<file path="src/sv/wsrx_pkg.sv">
package wsrx_pkg;

  localparam int unsigned CfgWidth = 33;

  localparam logic [1:0] STATUS_OK       = 2'd0;
  localparam logic [1:0] STATUS_OVERSIZE = 2'd1;
  localparam logic [1:0] STATUS_LEN_HUGE = 2'd2;

  typedef struct packed {
    logic [7:0] payload_byte;
    logic [3:0] frame_opcode;
    logic       final_flag;
    logic       mask_present;
    logic       byte_valid;
    logic       frame_end;
    logic [1:0] status;
  } result_t;

endpackage

</file>
<file path="src/sv/websocket_rx_deframer.sv">
// websocket frame deframer: takes one stream byte per cycle on push/full while
// full is low and delivers tagged payload bytes and frame markers on empty/pop.
// the header parser decides each byte in the cycle it is accepted, so a byte
// can be taken every cycle that full is low; its result is written into a
// queue of DEPTH entries and shows on the result ports once it is at the head
// of that queue. full rises only while the queue holds DEPTH untaken results.
// header bytes, dropped payload bytes and mask key bytes give no result, except
// for the one marker at the end of an empty frame, a dropped frame or a frame
// whose length field is too large. max_frame_bytes may be written through the
// cfg channel, which is always ready, while no frame is in progress.
module websocket_rx_deframer import wsrx_pkg::*; #(
  parameter int unsigned DEPTH = 4
) (
  input  logic                clk,
  input  logic                rst,
  input  logic                push,
  output logic                full,
  input  logic [7:0]          rx_byte,
  input  logic                cfg_valid,
  output logic                cfg_ready,
  input  logic [CfgWidth-1:0] cfg_data,
  output logic                empty,
  input  logic                pop,
  output logic [7:0]          payload_byte,
  output logic [3:0]          frame_opcode,
  output logic                final_flag,
  output logic                mask_present,
  output logic                byte_valid,
  output logic                frame_end,
  output logic [1:0]          status
);

  logic [CfgWidth-1:0] max_frame_bytes;
  logic                accept;
  logic                res_valid;
  result_t             res;
  result_t             head;

  assign cfg_ready = 1'b1;
  assign accept    = push && !full;

  always_ff @(posedge clk) begin
    if (rst) begin
      max_frame_bytes <= CfgWidth'(1024);
    end else if (cfg_valid && cfg_ready) begin
      max_frame_bytes <= cfg_data;
    end
  end

  wsrx_parser u_parser (
    .clk             (clk),
    .rst             (rst),
    .in_valid        (accept),
    .in_byte         (rx_byte),
    .max_frame_bytes (max_frame_bytes),
    .res_valid       (res_valid),
    .res             (res)
  );

  wsrx_fifo #(
    .DEPTH (DEPTH)
  ) u_fifo (
    .clk     (clk),
    .rst     (rst),
    .wr_en   (res_valid),
    .wr_data (res),
    .rd_en   (pop),
    .rd_data (head),
    .full    (full),
    .empty   (empty)
  );

  assign payload_byte = head.payload_byte;
  assign frame_opcode = head.frame_opcode;
  assign final_flag   = head.final_flag;
  assign mask_present = head.mask_present;
  assign byte_valid   = head.byte_valid;
  assign frame_end    = head.frame_end;
  assign status       = head.status;

`ifndef SYNTH
  // a result produced by the parser must leave the queue holding at least one result
  a_result_lands: assert property (@(posedge clk) disable iff (rst)
    res_valid |=> !empty)
    else $error("parser result lost");

  // data bytes always carry ok status
  a_data_status: assert property (@(posedge clk) disable iff (rst)
    (!empty && byte_valid) |-> (status == STATUS_OK))
    else $error("data byte with error status");

  // every marker closes its frame
  a_marker_end: assert property (@(posedge clk) disable iff (rst)
    (!empty && !byte_valid) |-> frame_end)
    else $error("marker without frame end");

  // parser only fires on an accepted byte
  a_result_needs_byte: assert property (@(posedge clk) disable iff (rst)
    res_valid |-> (push && !full))
    else $error("result without accepted byte");
`endif

endmodule

</file>
<file path="src/sv/wsrx_parser.sv">
module wsrx_parser import wsrx_pkg::*; (
  input  logic                clk,
  input  logic                rst,
  input  logic                in_valid,
  input  logic [7:0]          in_byte,
  input  logic [CfgWidth-1:0] max_frame_bytes,
  output logic                res_valid,
  output result_t             res
);

  localparam logic [2:0] PH_B0      = 3'd0;
  localparam logic [2:0] PH_B1      = 3'd1;
  localparam logic [2:0] PH_EXTLEN  = 3'd2;
  localparam logic [2:0] PH_MASKKEY = 3'd3;
  localparam logic [2:0] PH_PAYLOAD = 3'd4;

  logic [2:0]  phase, phase_next;
  logic [3:0]  opcode, opcode_next;
  logic        fin, fin_next;
  logic [31:0] len_acc, len_acc_next;
  logic        len_huge, len_huge_next;
  logic [3:0]  field_cnt, field_cnt_next;
  logic [31:0] remaining, remaining_next;
  logic        masked, masked_next;
  logic [3:0]  hdr_size, hdr_size_next;
  logic        dropping, dropping_next;

  logic        len_done;
  logic        hdr_done;
  logic        last;
  logic [6:0]  len7;
  logic [32:0] total;
  logic        oversize;

  always_comb begin
    phase_next     = phase;
    opcode_next    = opcode;
    fin_next       = fin;
    len_acc_next   = len_acc;
    len_huge_next  = len_huge;
    field_cnt_next = field_cnt;
    remaining_next = remaining;
    masked_next    = masked;
    hdr_size_next  = hdr_size;
    dropping_next  = dropping;
    len_done       = 1'b0;
    hdr_done       = 1'b0;
    last           = 1'b0;
    len7           = in_byte[6:0];
    res_valid      = 1'b0;
    res.payload_byte = 8'd0;
    res.byte_valid   = 1'b0;
    res.frame_end    = 1'b1;
    res.status       = STATUS_OK;

    case (phase)
      PH_B1: begin
        masked_next   = in_byte[7];
        hdr_size_next = 4'd2;
        len_acc_next  = 32'd0;
        len_huge_next = 1'b0;
        if (len7 == 7'd126) begin
          hdr_size_next  = 4'd4;
          field_cnt_next = 4'd2;
          phase_next     = PH_EXTLEN;
        end else if (len7 == 7'd127) begin
          hdr_size_next  = 4'd10;
          field_cnt_next = 4'd8;
          phase_next     = PH_EXTLEN;
        end else begin
          len_acc_next = {25'd0, len7};
          len_done     = 1'b1;
        end
      end
      PH_EXTLEN: begin
        // bytes shifted out of the top word mark a length beyond 32 bits
        len_acc_next   = {len_acc[23:0], in_byte};
        len_huge_next  = len_huge | (len_acc[31:24] != 8'd0);
        field_cnt_next = (field_cnt == 4'd0) ? 4'd0 : field_cnt - 4'd1;
        if (field_cnt_next == 4'd0) begin
          if (len_huge_next) begin
            phase_next = PH_B0;
            res_valid  = 1'b1;
            res.status = STATUS_LEN_HUGE;
          end else begin
            len_done = 1'b1;
          end
        end
      end
      PH_MASKKEY: begin
        field_cnt_next = (field_cnt == 4'd0) ? 4'd0 : field_cnt - 4'd1;
        if (field_cnt_next == 4'd0) begin
          hdr_done = 1'b1;
        end
      end
      PH_PAYLOAD: begin
        remaining_next = (remaining == 32'd0) ? 32'd0 : remaining - 32'd1;
        last           = (remaining_next == 32'd0);
        if (last) begin
          phase_next = PH_B0;
        end
        if (dropping) begin
          if (last) begin
            dropping_next = 1'b0;
            res_valid     = 1'b1;
            res.status    = STATUS_OVERSIZE;
          end
        end else begin
          res_valid        = 1'b1;
          res.payload_byte = in_byte;
          res.byte_valid   = 1'b1;
          res.frame_end    = last;
        end
      end
      default: begin
        opcode_next   = in_byte[3:0];
        fin_next      = in_byte[7];
        masked_next   = 1'b0;
        dropping_next = 1'b0;
        phase_next    = PH_B1;
      end
    endcase

    if (len_done) begin
      if (masked_next) begin
        hdr_size_next  = hdr_size_next + 4'd4;
        field_cnt_next = 4'd4;
        phase_next     = PH_MASKKEY;
      end else begin
        hdr_done = 1'b1;
      end
    end

    total    = {1'b0, len_acc_next} + {29'd0, hdr_size_next};
    oversize = (total > max_frame_bytes);

    if (hdr_done) begin
      remaining_next = len_acc_next;
      if (len_acc_next == 32'd0) begin
        // empty frame gives a single marker
        phase_next = PH_B0;
        res_valid  = 1'b1;
        res.status = oversize ? STATUS_OVERSIZE : STATUS_OK;
      end else begin
        dropping_next = oversize;
        phase_next    = PH_PAYLOAD;
      end
    end

    // a result only comes with an accepted byte
    if (!in_valid) begin
      res_valid = 1'b0;
    end

    res.frame_opcode = opcode_next;
    res.final_flag   = fin_next;
    res.mask_present = masked_next;
  end

  always_ff @(posedge clk) begin
    if (rst) begin
      phase    <= PH_B0;
      masked   <= 1'b0;
      dropping <= 1'b0;
    end else if (in_valid) begin
      phase    <= phase_next;
      masked   <= masked_next;
      dropping <= dropping_next;
    end
  end

  always_ff @(posedge clk) begin
    if (in_valid) begin
      opcode    <= opcode_next;
      fin       <= fin_next;
      len_acc   <= len_acc_next;
      len_huge  <= len_huge_next;
      field_cnt <= field_cnt_next;
      remaining <= remaining_next;
      hdr_size  <= hdr_size_next;
    end
  end

endmodule

</file>
<file path="src/sv/wsrx_fifo.sv">
module wsrx_fifo import wsrx_pkg::*; #(
  parameter int unsigned DEPTH = 4
) (
  input  logic    clk,
  input  logic    rst,
  input  logic    wr_en,
  input  result_t wr_data,
  input  logic    rd_en,
  output result_t rd_data,
  output logic    full,
  output logic    empty
);

  localparam int unsigned PtrWidth = (DEPTH > 1) ? $clog2(DEPTH) : 1;
  localparam int unsigned CntWidth = $clog2(DEPTH + 1);
  localparam logic [PtrWidth-1:0] LastPtr = PtrWidth'(DEPTH - 1);
  localparam logic [CntWidth-1:0] FullCnt = CntWidth'(DEPTH);

  result_t             slots [DEPTH];
  logic [PtrWidth-1:0] wr_ptr;
  logic [PtrWidth-1:0] rd_ptr;
  logic [CntWidth-1:0] count;
  logic                do_wr;
  logic                do_rd;

  assign full    = (count == FullCnt);
  assign empty   = (count == '0);
  assign do_wr   = wr_en && !full;
  assign do_rd   = rd_en && !empty;
  assign rd_data = slots[rd_ptr];

  always_ff @(posedge clk) begin
    if (do_wr) begin
      slots[wr_ptr] <= wr_data;
    end
  end

  always_ff @(posedge clk) begin
    if (rst) begin
      wr_ptr <= '0;
      rd_ptr <= '0;
      count  <= '0;
    end else begin
      if (do_wr) begin
        wr_ptr <= (wr_ptr == LastPtr) ? '0 : wr_ptr + 1'b1;
      end
      if (do_rd) begin
        rd_ptr <= (rd_ptr == LastPtr) ? '0 : rd_ptr + 1'b1;
      end
      if (do_wr && !do_rd) begin
        count <= count + 1'b1;
      end else if (do_rd && !do_wr) begin
        count <= count - 1'b1;
      end
    end
  end

endmodule

</file>
<file path="config.mk">
export PLATFORM = sky130hd
export DESIGN_NAME = websocket_rx_deframer
export DESIGN_NICKNAME = d
export VERILOG_FILES = /design/src/sv/wsrx_pkg.sv /design/src/sv/websocket_rx_deframer.sv /design/src/sv/wsrx_parser.sv /design/src/sv/wsrx_fifo.sv
export SDC_FILE = /design/constraint.sdc
export NUM_CORES = 1
export LEC_CHECK = 0
export ABC_CLOCK_PERIOD_IN_PS = 14100
export BUFFER_PORTS_ARGS = -buffer_cell sky130_fd_sc_hd__buf_2
export CORE_ASPECT_RATIO = 1.4
export CORE_UTILIZATION = 42
export DETAILED_ROUTE_END_ITERATION = 12
export PLACE_DENSITY = 0.61
export SLEW_MARGIN = 20
export SYNTH_ARGS = -nofsm -noshare
export SYNTH_HDL_FRONTEND = slang
export SYNTH_HIERARCHICAL = 1
export SYNTH_SLANG_ARGS = --single-unit
</file>
<file path="constraint.sdc">
create_clock -name clk -period 14.1 [get_ports clk]
set_clock_uncertainty 0.2 [all_clocks]
set_input_delay 2.115 -clock clk [delete_from_list [all_inputs] [get_ports clk]]
set_output_delay 2.115 -clock clk [all_outputs]
set_load 0.05 [all_outputs]
</file>
Word level (Yosys, flattened, before mapping). Memory sizes are Yosys's and may differ from the RTL's. A register that Yosys moved wholly into a read port is not among the register bits. Index checks and enable logic that the tools add are counted.

Memories: 1. Input port bits: 46. RAM bits: 72. Bits in registers: 123. Output and inout bits: 21. Word-level logic and storage cells: 132.

Mux-type cells: 73. Order comparisons: 1. Reduce and logical (&&, ||, !) cells: 25. Bitwise logic cells: 1. $add $sub $neg: 8. Equality and inequality tests: 9.

Memory list: u_fifo.slots (words 4, width 18, rd ports 1, clocked after memory_dff 1, wr ports 1, RTL line wsrx_fifo.sv:19) `result_t slots [DEPTH];`.

Operators with widths (count): $mux 32 (4); $logic_not 32->1 (3); $pmux 32 s2 (1); $mux 4 (11); $add 32x4->33 (1); $gt 33x33->1 (1); $mux 3 (11); $sub 32x1->32 const B (1); $mux 1 (25); $mux 2 (10); $mux 8 (2); $eq 7x7->1 const B (2); $pmux 3 s4 (1); $pmux 1 s2 (5); $logic_not 4->1 (2); $pmux 4 s2 (1); $reduce_bool 8->1 (1); $mux 7 (1); $eq 3x2->1 const B (2); $eq 3x3->1 const B (2); $reduce_bool 2->1 (3); $reduce_or 3->1 (2); $logic_and 1x1->1 (5); $add 2x1->2 const B (2); 13 further kinds (18).

Longest topological paths before layout. Gate-level depths: netlist of the first run.

Depth in word-level cells: 14. Depth in mapped cells: 29. Mapped depth without buffers: 25.

By module. Netlist of the first run, hierarchy kept.

Modules (own cells, without submodules): wsrx_parser (seq. area each 2442.3 µm², cells an instance 812, instances 1, area an instance 7233.2 µm²); wsrx_fifo (seq. area each 2342.2 µm², cells an instance 144, instances 1, area an instance 3099.2 µm²); websocket_rx_deframer (seq. area each 660.6 µm², cells an instance 110, instances 1, area an instance 1223.7 µm²).

Worst setup path after synthesis of the first run. OpenSTA, ideal clock, no wires.

Path kind: input-to-reg. From: input port push. To: register u_parser.remaining[0], enable pin. Library setup time: 0.470 ns. Required time: 13.430 ns. Path buffers: 1. Path slack: 6.466 ns. Cell stages on the path: 3. Arrival time: 6.963 ns. Cells stage by stage: nor2b_1 clkbuf_1 a21boi_0.

Longest elaborated chain between the ends: 2.

RTL lines: start: declaration (RTL line websocket_rx_deframer.sv:16) `input logic push,`; $logic_and 1x1->1 (RTL line websocket_rx_deframer.sv:40) `assign accept = push && !full;`; $reduce_and 2->1 (no source line); end signal: assignment (RTL line wsrx_parser.sv:179) `remaining <= remaining_next;`; end: declaration (RTL line wsrx_parser.sv:23) `logic [31:0] remaining, remaining_next;`.

No other way between the ends. A chain may end at the register's enable or synchronous reset.

==> results of run 1 <==
how the worst min path moves through the flow:
stage	depth (start not counted)	endpoint	slack (ns)
after floorplan	2	max_frame_bytes[11]	0.26
after global placement	2	max_frame_bytes[30]	0.28
after CTS	2	max_frame_bytes[13]	0.30
after detailed placement	2	max_frame_bytes[13]	0.28
after global routing	2	max_frame_bytes[30]	0.32
final	2	max_frame_bytes[14]	0.30
logic make-up after synthesis:
kind of cell    after synthesis
simple gates                371
flops                       197
compound gates              193
buf+inv                     138
mux                          62
xor+xnor                     58
fa+ha+maj                    46
other cells                   1
cell type report:
type	instances	area (um^2)	area share
tap	365	457	0.0358
sequential	197	5450	0.427
inverter	76	304	0.0238
timing repair buffer	83	460	0.0361
clock buffer	17	425	0.0333
multi-input combinational	731	5440	0.426
clock inverter	15	234	0.0183
worst register-to-register path: cells and delay by family, from the launching register on:
kind	cells	cell delay [ns]
AOI/OAI and AO/OA	8	1.63
xor gates and xnor gates	2	0.29
adders and majority gates	2	0.57
DFF	1	0.44
and+or+nand+nor	12	2.97
report_power, final:
part	internal (W)	switching, W	total (W)
combinational	0.000398	0.000677	0.00107
clock	0.000267	0.000265	0.000532
sequential	0.000778	0.0000826	0.000861
flip-flops by register name, summed over array words and instances, names as in the netlist, named ones only:
| register | count |
|---|---|
| u_fifo/rd_ptr | 2 |
| max_frame_bytes | 33 |
| u_fifo/wr_ptr | 2 |
| u_fifo/slots | 72 |
| u_parser/masked | 1 |
| u_parser/field_cnt | 4 |
| u_parser/fin | 1 |
| u_parser/len_huge | 1 |
| u_parser/len_acc | 32 |
| u_parser/remaining | 32 |
| u_parser/phase | 3 |
| u_parser/dropping | 1 |
| u_parser/opcode | 4 |
| u_parser/hdr_size | 4 |
| u_fifo/count | 3 |
routing by layer:
metal	wire, um	vias to the layer above
met5	0	-
met4	1120	0
met3	1280	58
met2	14700	263
met1	11600	4016
li1	-	4050
cells in the mapped netlist, drive strengths merged (11+ instances only):
cell | count | share of area
edfxtp | 150 | 0.39
nor2 | 82 | 0.028
inv | 73 | 0.024
nand2 | 52 | 0.017
dfxtp | 47 | 0.081
ha | 44 | 0.048
xnor2 | 44 | 0.033
a21oi | 38 | 0.016
o21ai | 38 | 0.016
buf | 37 | 0.025
mux2i | 35 | 0.030
nor2b | 33 | 0.018
nor3 | 30 | 0.014
clkbuf | 25 | 0.0082
nand3 | 24 | 0.010
nor4 | 22 | 0.015
a221oi | 20 | 0.018
nor3b | 20 | 0.014
mux4 | 18 | 0.035
nand4 | 17 | 0.0092
or3 | 15 | 0.0081
and2 | 14 | 0.0077
o31ai | 14 | 0.010
xor2 | 14 | 0.011
and3 | 12 | 0.0065
a22oi | 11 | 0.0071
or2 | 11 | 0.0060
metrics by stage:
step	total power (W)	instance area (um^2)	hold slack, ns	utilization
global route	0.00262	12800	0.319	0.474
floorplan	0.00164	11600	0.260	-
detailed placement	0.00194	12100	0.283	0.450
finish	0.00247	12800	0.298	0.474
CTS	0.00248	12800	0.303	0.474
global placement	0.00193	12100	0.276	0.450
cell usage in the layout, fill, tap and decap left out, drive strengths merged, types with 5 or more instances in the layout:
cell type / synthesis / routed
o21ai: 38 / 38
a22o: 6 / 6
or4: 10 / 10
o21a: 5 / 5
mux2i: 35 / 35
clkinv: 2 / 7
or2: 11 / 11
and2: 14 / 14
mux4: 18 / 18
nor3b: 20 / 20
buf: 37 / 83
dfxtp: 47 / 47
and4: 5 / 5
ha: 44 / 44
nor3: 30 / 30
a22oi: 11 / 11
and3: 12 / 12
clkbuf: 25 / 17
nor2: 82 / 82
o22ai: 8 / 8
edfxtp: 150 / 150
nand3: 24 / 24
nor4: 22 / 22
a21oi: 38 / 38
nand4: 17 / 17
inv: 73 / 82
nor2b: 33 / 33
nand2: 52 / 52
o31ai: 14 / 14
mux2: 9 / 9
or3: 15 / 15
o211ai: 10 / 10
xnor2: 44 / 44
a221oi: 20 / 20
xor2: 14 / 14
nand2b: 9 / 9
==> flow_results.org, run 1 <==
** Cells and area
- The filler cells instantiated in the layout total 2499.
- For this run, the post-layout net count is approximately 1200.
- Ant. Diodes :: 0
- After the flow finishes, the layout carries non-filler instances totaling between 1000 and 1500.
- Compared with the post-synthesis result, the final layout area differs by 10.5%.
- Proportion of layout cells with a drive suffix above 1 :: 0.164

** Routing
- Detailed-route via count :: about 8400
- The count of nets left with antenna violations once routing finished came out at 0.
- Per-cell via count in the routed design :: around 5.7
- The first TritonRoute pass finished after 5 iterations.
- After the first detailed-routing iteration, the DRC count stood at 585.
- After detailed routing, the average wire length per cell comes to between 15 and 20 um.
- Routed WL :: 28.8 mm
- Number of DRC violations after detailed routing :: 0

** CTS
- Post-CTS setup repair buffer count :: 0
- No sink is reached through more buffers than the 2 on the longest clock path.
- Deepest level of the CTS H-tree :: 4
- Clock latency reported for the late side of the worst-skew pair :: roughly 0.45 ns
- Hold buffers post-CTS :: 0
- CTS clock-pin slew for the worst setup and hold paths :: roughly 0.08 ns
- TritonCTS buffer count :: 17
- The clock drives ~200 sinks.
- Cts repair resizes :: 0
- TritonCTS built the clock tree.
- CTS Root Buffer Type :: sky130_fd_sc_hd__clkbuf_16

** Job
- Max-cap violations in this run came to 0.

** Pwr
- The worst-case IR drop observed on VDD is about 110 uV.
- Power spread over the standard cell area amounts to 193 mW/mm^2.
- Leakage power summed over all cells :: 4.67 nW

** Global route
- Met2 routing resource usage after global routing :: 0.383
- Across every metal layer, demand over resource in global routing totals 0.213.
- In the global route stage, met1 resource usage came out at 0.244.
- The global routing stage identified its most utilized layer as met2.
- Number of antenna violations at the first check in global routing :: 0
- GRT Residual Overflow :: 0
- In the global route stage, met3 resource usage came out at 0.0310.
- Wire length of the first global-routing pass :: 45.5 mm
- Maximum number of pins on one net before global-route repair :: between 50 and 60
- The via count of the first global-routing pass is 8390.

** Critical path
- Path length in cells of the critical path :: 24
- In this run the register-to-register setup slack is 7.83 ns.
- For this run, the slowest stage of the critical path takes roughly 0.53 ns.
- STA classifies the critical path endpoint as a flip-flop.
- Worst setup path endpoint :: u_fifo/slots[1][0]
- Bufs and invs on worst path :: 1
- Measured in cells, the most critical reg-to-reg path has a length of 24.
- Of all nets on the critical path, the largest fanout is 10.
- STA classifies the critical path startpoint as an input pin.
- Endpoint of the worst register-to-register path :: u_fifo/slots[1][0]
- Cell with the largest stage delay on the worst path :: sky130_fd_sc_hd__nor2_1
- Cells along the critical path :: buf_2, nand4_1, nor2_1, nor2_1, o21a_1, nand2_1, xor2_1, o21ai_0, ha_1, o21ai_0, nand2b_1, nand3_1, nor3_1, nand2_1, xnor2_1, ha_1, nand4_1, nor3_1, o221ai_1, a31oi_1, nor3_1, o21ai_0, o31a_1, o2bb2ai_1
- Data arrival time at the worst-slack endpoint :: 7.15 ns
- Cell class contributing the biggest share of worst-path delay :: simple AND/OR/NAND/NOR gates
- The critical path in this run is classified as input pin to flip-flop.
- The startpoint identified for the worst register-to-register timing path is u_parser/len_acc[27].
- At the worst endpoint, the required time is between 10 and 15 ns.
- Worst setup startpoint :: rx_byte[4]

** Synth
- The Yosys step of the flow raised 6 warnings.
- The number of different library cells used by synthesis comes to between 80 and 90.
- Dominant combinational cell family by area after synthesis :: simple AND/OR/NAND/NOR gates
- Post-synthesis share of cell area spent on xor and xnor gates :: 0.0440
- For this run, the register share of the synthesized area comes to 0.471.
- Of the total synthesized cell area, the portion taken by AND, OR, NAND and NOR gates is 0.181.
- Synthesis produced a netlist with a net count of roughly 1200.
- Number of flops mapped to enable cells by yosys :: 150
- Area fraction in compound gates after synthesis :: 0.118
- The mapped netlist covers ~0.012 mm^2.
- In this run the mean area of a mapped cell was 10.8 um^2.
- The portion of synthesized area spent on multiplexers is 0.0742.
- Gate count of the mapped netlist :: 1066
- Post-synthesis sequential element count :: ~200
- Async set-reset flop share out of synthesis :: 0
- Synth Flop Type :: sky130_fd_sc_hd__edfxtp_1
- Area share of fa/ha/maj cells after synthesis :: 0.0511

** STA
- Setup TNS after final layout :: 0 ns
- Dividing the final minimum period by the clock period gives 0.504.
- Count of final setup violators :: 0
- Setup repair after global routing missed its margin :: false
- Tightest Pin Transition :: between 1 and 1.5 ns
- Final Worst Setup Slack :: about 7 ns
- The number of hold-slack violations in the final timing report came to 0.
- Max-slew violation count :: 0
- Timing would allow up to roughly 0.14 GHz.
- The worst path needs slightly above 7 ns of the cycle, external delays included.
- The worst pin sits at a relative slew slack of 0.313.

** Die
- Die boundary height :: just under 200 um
- Floorplan row count :: between 70 and 80
- Area of the placeable core :: between 0.02 and 0.03 mm^2
- Width of the die :: 142 um
- Die footprint :: 0.0282 mm^2
- Number of I/O pins :: between 60 and 70
- For this configuration, the core starts out at a cell density of 0.429.

** Place
- Input/output buffers :: between 60 and 70
- Post-Place Setup Slack :: 6.56 ns
- Placed instance count :: 1452
- Detailed-placement wirelength estimate :: ~20 mm
- Routability cong. :: between 0.9 and 1

** Hold path
- Class of the worst hold path :: flip-flop to flip-flop
- In this run the most critical hold path is launched from max_frame_bytes[14].

** Status
- Status :: complete, no violations
Power figures use the tool's default switching activity.
==> run 2, diff against run 1 <==
- ABC_CLOCK_PERIOD_IN_PS: 14100 -> 7100
- clock period: 14.1 -> 7.1 ns (I/O delays scaled with it)
==> flow_results.org, run 2 (synthesis gave the netlist of run 1 again) <==
** Status
- The run finished with clean final reports.

** Hold path
- The hold path depth is 2 (unchanged).
- Hold Crit Start :: max_frame_bytes[29]
- Worst hold endpoint :: max_frame_bytes[29]
- Class of the worst hold path :: flip-flop to flip-flop

** Critical path
- The arrival time at the worst endpoint came to 6.22 ns (-0.93 ns).
- The signal on the critical path passes through buf_2, nand4_1, nor2_1, nor2_1, o21a_1, nand2_1, xor2_1, o21ai_0, ha_1, o21ai_0, nand2b_1, nand3_1, nor3_1, nand3_1, xnor2_1, ha_1, nand4_1, nor3_1, o221ai_1, a31oi_1, nor3_1, o21ai_0, o31a_1, o2bb2ai_1.
- The largest individual stage delay along the critical path comes from the cell sky130_fd_sc_hd__nor2_1.
- WP data required :: 7.15 ns (-7.00 ns)
- Cell depth of the worst flop-to-flop path :: 24 (unchanged)
- Stage delay of the slowest cell on the critical path :: 0.55 ns (+0.02 ns)
- Reg2Reg Launch Point :: u_parser/phase[2]
- Critical Setup Path Class :: input pin to flip-flop
- Endpoint of the worst register-to-register path :: u_fifo/slots[3][0]
- Minimum setup slack among reg-to-reg paths :: 1.03 ns (-6.80 ns)
- Kind of start point of the critical path :: input pin
- STA classifies the critical path endpoint as a flip-flop.
- The maximum fanout along the worst path came to 10 (unchanged).

** STA
- The number of slew-limit violations in the final report is 0 (unchanged).
- After layout, the minimum clock period comes to slightly above 6 ns.
- Setup repair after global routing missed its margin :: false
- Max transition margin :: 0.309 (-0.00371)
- The accumulated negative setup slack came to 0 ns (unchanged).
- Count of final setup violators :: 0 (unchanged)
- The number of hold-slack violations in the final timing report came to 0 (unchanged).
- In the finished design, the share of the clock period the worst path needs comes to 0.870.
- Maximum clock rate :: 0.162 GHz
- The slew of the pin with the lowest slew margin is 1.04 ns (+0.00767 ns).

** Cells and area
- The number of nets in the layout came to 1209 (+0.92%).
- Largest registers :: u_fifo/slots (72), max_frame_bytes (33)
- Leading cell type in the layout, fill and taps excluded :: sky130_fd_sc_hd__edfxtp_1
- Ant. Diodes :: 0 (unchanged)
- The share of layout cells above drive strength 1 is 0.170 (+0.00637).
- Top library cells by usage in the layout, fill and taps aside :: sky130_fd_sc_hd__edfxtp_1 (150), sky130_fd_sc_hd__nor2_1 (79), sky130_fd_sc_hd__inv_1 (73)
- Counting flops per register, the top entry is u_fifo/slots.
- The final cell area excluding filler cells was 0.0128 mm^2 (+0.30%).
- The number of flip-flops in the largest register came to 72 (unchanged).
- Area delta synth->final :: 10.8%
- The number of filler instances in the final layout was 2553 (+2.2%).

** Pwr
- The reported leakage power was 4.70 nW (+0.81%).
- Cell Pwr Density :: 380 mW/mm^2 (+96%)
- The maximum vdd drop came to 203 uV (+81%).

** Global route
- GRT Residual Overflow :: 0 (unchanged)
- Number of antenna violations at the first check in global routing :: 0 (unchanged)
- The global-route wire length before repair was 45.7 mm (+0.53%).
- The pin count of the biggest net entering global routing was 58 (unchanged).
- The via count of the first global-routing pass is 8404 (+0.17%).
- Total GRT Usage :: 0.214 (+0.00175)

** CTS
- Cts repair resizes :: 0 (unchanged)
- The clock buffer count from CTS came to 17 (unchanged).
- The post-CTS setup repair buffer count is 0 (unchanged).
- In this run the clock root is driven by a sky130_fd_sc_hd__clkbuf_16.
- Deepest level of the CTS H-tree :: 4 (unchanged)
- CTS clock-pin slew for the worst setup and hold paths :: 0.08 ns (about the same)
- CTS Buffer Depth :: 2 (unchanged)
- CTS sink count :: 197 (unchanged)
- TritonCTS built the clock tree.
- The cts-stage hold buffer count came to 0 (unchanged).
- Clock latency reported for the late side of the worst-skew pair :: 0.45 ns (about the same)

** Place
- Routability cong. :: 0.906 (+0.23%)
- The port buffer count is 65 (unchanged).
- Area of placed instances :: 0.0122 mm^2 (+0.68%)
- The HPWL after detailed placement was 20.7 mm (+2.6%).

** Routing
- The number of vias per cell is 5.70 (+0.78%).
- Detailed-route via count :: 8515 (+1.5%)
- First-pass detailed-route iteration total :: 5 (unchanged)
- Antenna viol nets, final :: 0 (unchanged)
- The post-detailed-route DRC marker count was 0 (unchanged).
- Initial DRC Count :: 488 (-17%)
- Routed WL :: 28.8 mm (about the same)
- Per-cell routed wire length :: 19.2 um (-0.76%)

** Job
- Max-cap viol count :: 0 (unchanged)

** Die
- The initial core utilization came to 0.429 (unchanged).
- The vertical extent of the die came to 198 um (unchanged).
- The full die area was 0.0282 mm^2 (unchanged).
- Width of the die :: 142 um (unchanged)
- The placeable core area was 0.0269 mm^2 (unchanged).
- The floorplan row count came to 71 (unchanged).
- Number of I/O pins :: 67 (unchanged)
run 2: cell count changes in the layout (fill, tap and decap cells not counted), sizes merged:
cell    change
clkinv      +1
buf        +11
bufinv      -1
run 2: worst max-delay path by stage:
| stage | start | to | slack (ns) | cells after the start |
|---|---|---|---|---|
| floorplan | push | u_parser/remaining[0] | 0.52 | 3 |
| global placement | rx_byte[4] | u_fifo/slots[0][0] | 0.82 | 24 |
| detailed placement | rx_byte[4] | u_fifo/slots[0][0] | 0.59 | 24 |
| CTS | rx_byte[4] | u_fifo/slots[3][0] | 1.04 | 24 |
| global route | rx_byte[4] | u_fifo/slots[3][0] | 0.44 | 24 |
| finish | rx_byte[5] | u_fifo/slots[3][0] | 0.92 | 24 |
run 2: stage by stage:
step,hold slack (ns),worst slack [ns],utilization,total power [W],cells
3_5_place_dp,0.283,0.594,0.453,0.00388,1463
5_1_grt,0.315,0.442,0.476,0.00517,1495
4_1_cts,0.303,1.04,0.476,0.00489,1495
2_1_floorplan,0.260,0.516,-,0.00325,1066
6_report,0.296,0.922,0.476,0.00486,1495
3_3_place_gp,0.275,0.824,0.453,0.00386,1463
run 2: worst max-delay path, delay by kind of cell:
| family | cells | cell delay [ns] |
|---|---|---|
| adder cells (fa/ha/maj) | 2 | 0.67 |
| AO/OA/AOI/OAI | 8 | 1.56 |
| AND/OR/NAND/NOR | 11 | 2.47 |
| buffers and inverters | 1 | 0.13 |
| XOR/XNOR | 2 | 0.31 |
run 2: power breakdown:
part | internal (W) | switching [W] | leakage [nW]
Clock | 0.000486 | 0.000509 | 0.298
Combinational | 0.000807 | 0.00134 | 2.61
Sequential | 0.00155 | 0.000174 | 1.79
run 2: metal layers:
layer	wire length, um	track usage	part of all wire	vias up
li1	-	-	-	4083
met1	11800	0.247	0.41	4089
met2	14500	0.380	0.51	280
met3	1130	0.0310	0.039	63
met4	1320	0.117	0.046	0
met5	0	0	0	-
run 2: cell type report:
| type | count | area [um^2] | area share |
|---|---|---|---|
| clock buffer | 17 | 425 | 0.0332 |
| inverter | 76 | 304 | 0.0237 |
| sequential | 197 | 5450 | 0.425 |
| clock inverter | 15 | 191 | 0.0150 |
| timing repair buffer | 94 | 543 | 0.0424 |
| multi-input combinational | 731 | 5440 | 0.425 |
| tap | 365 | 457 | 0.0357 |
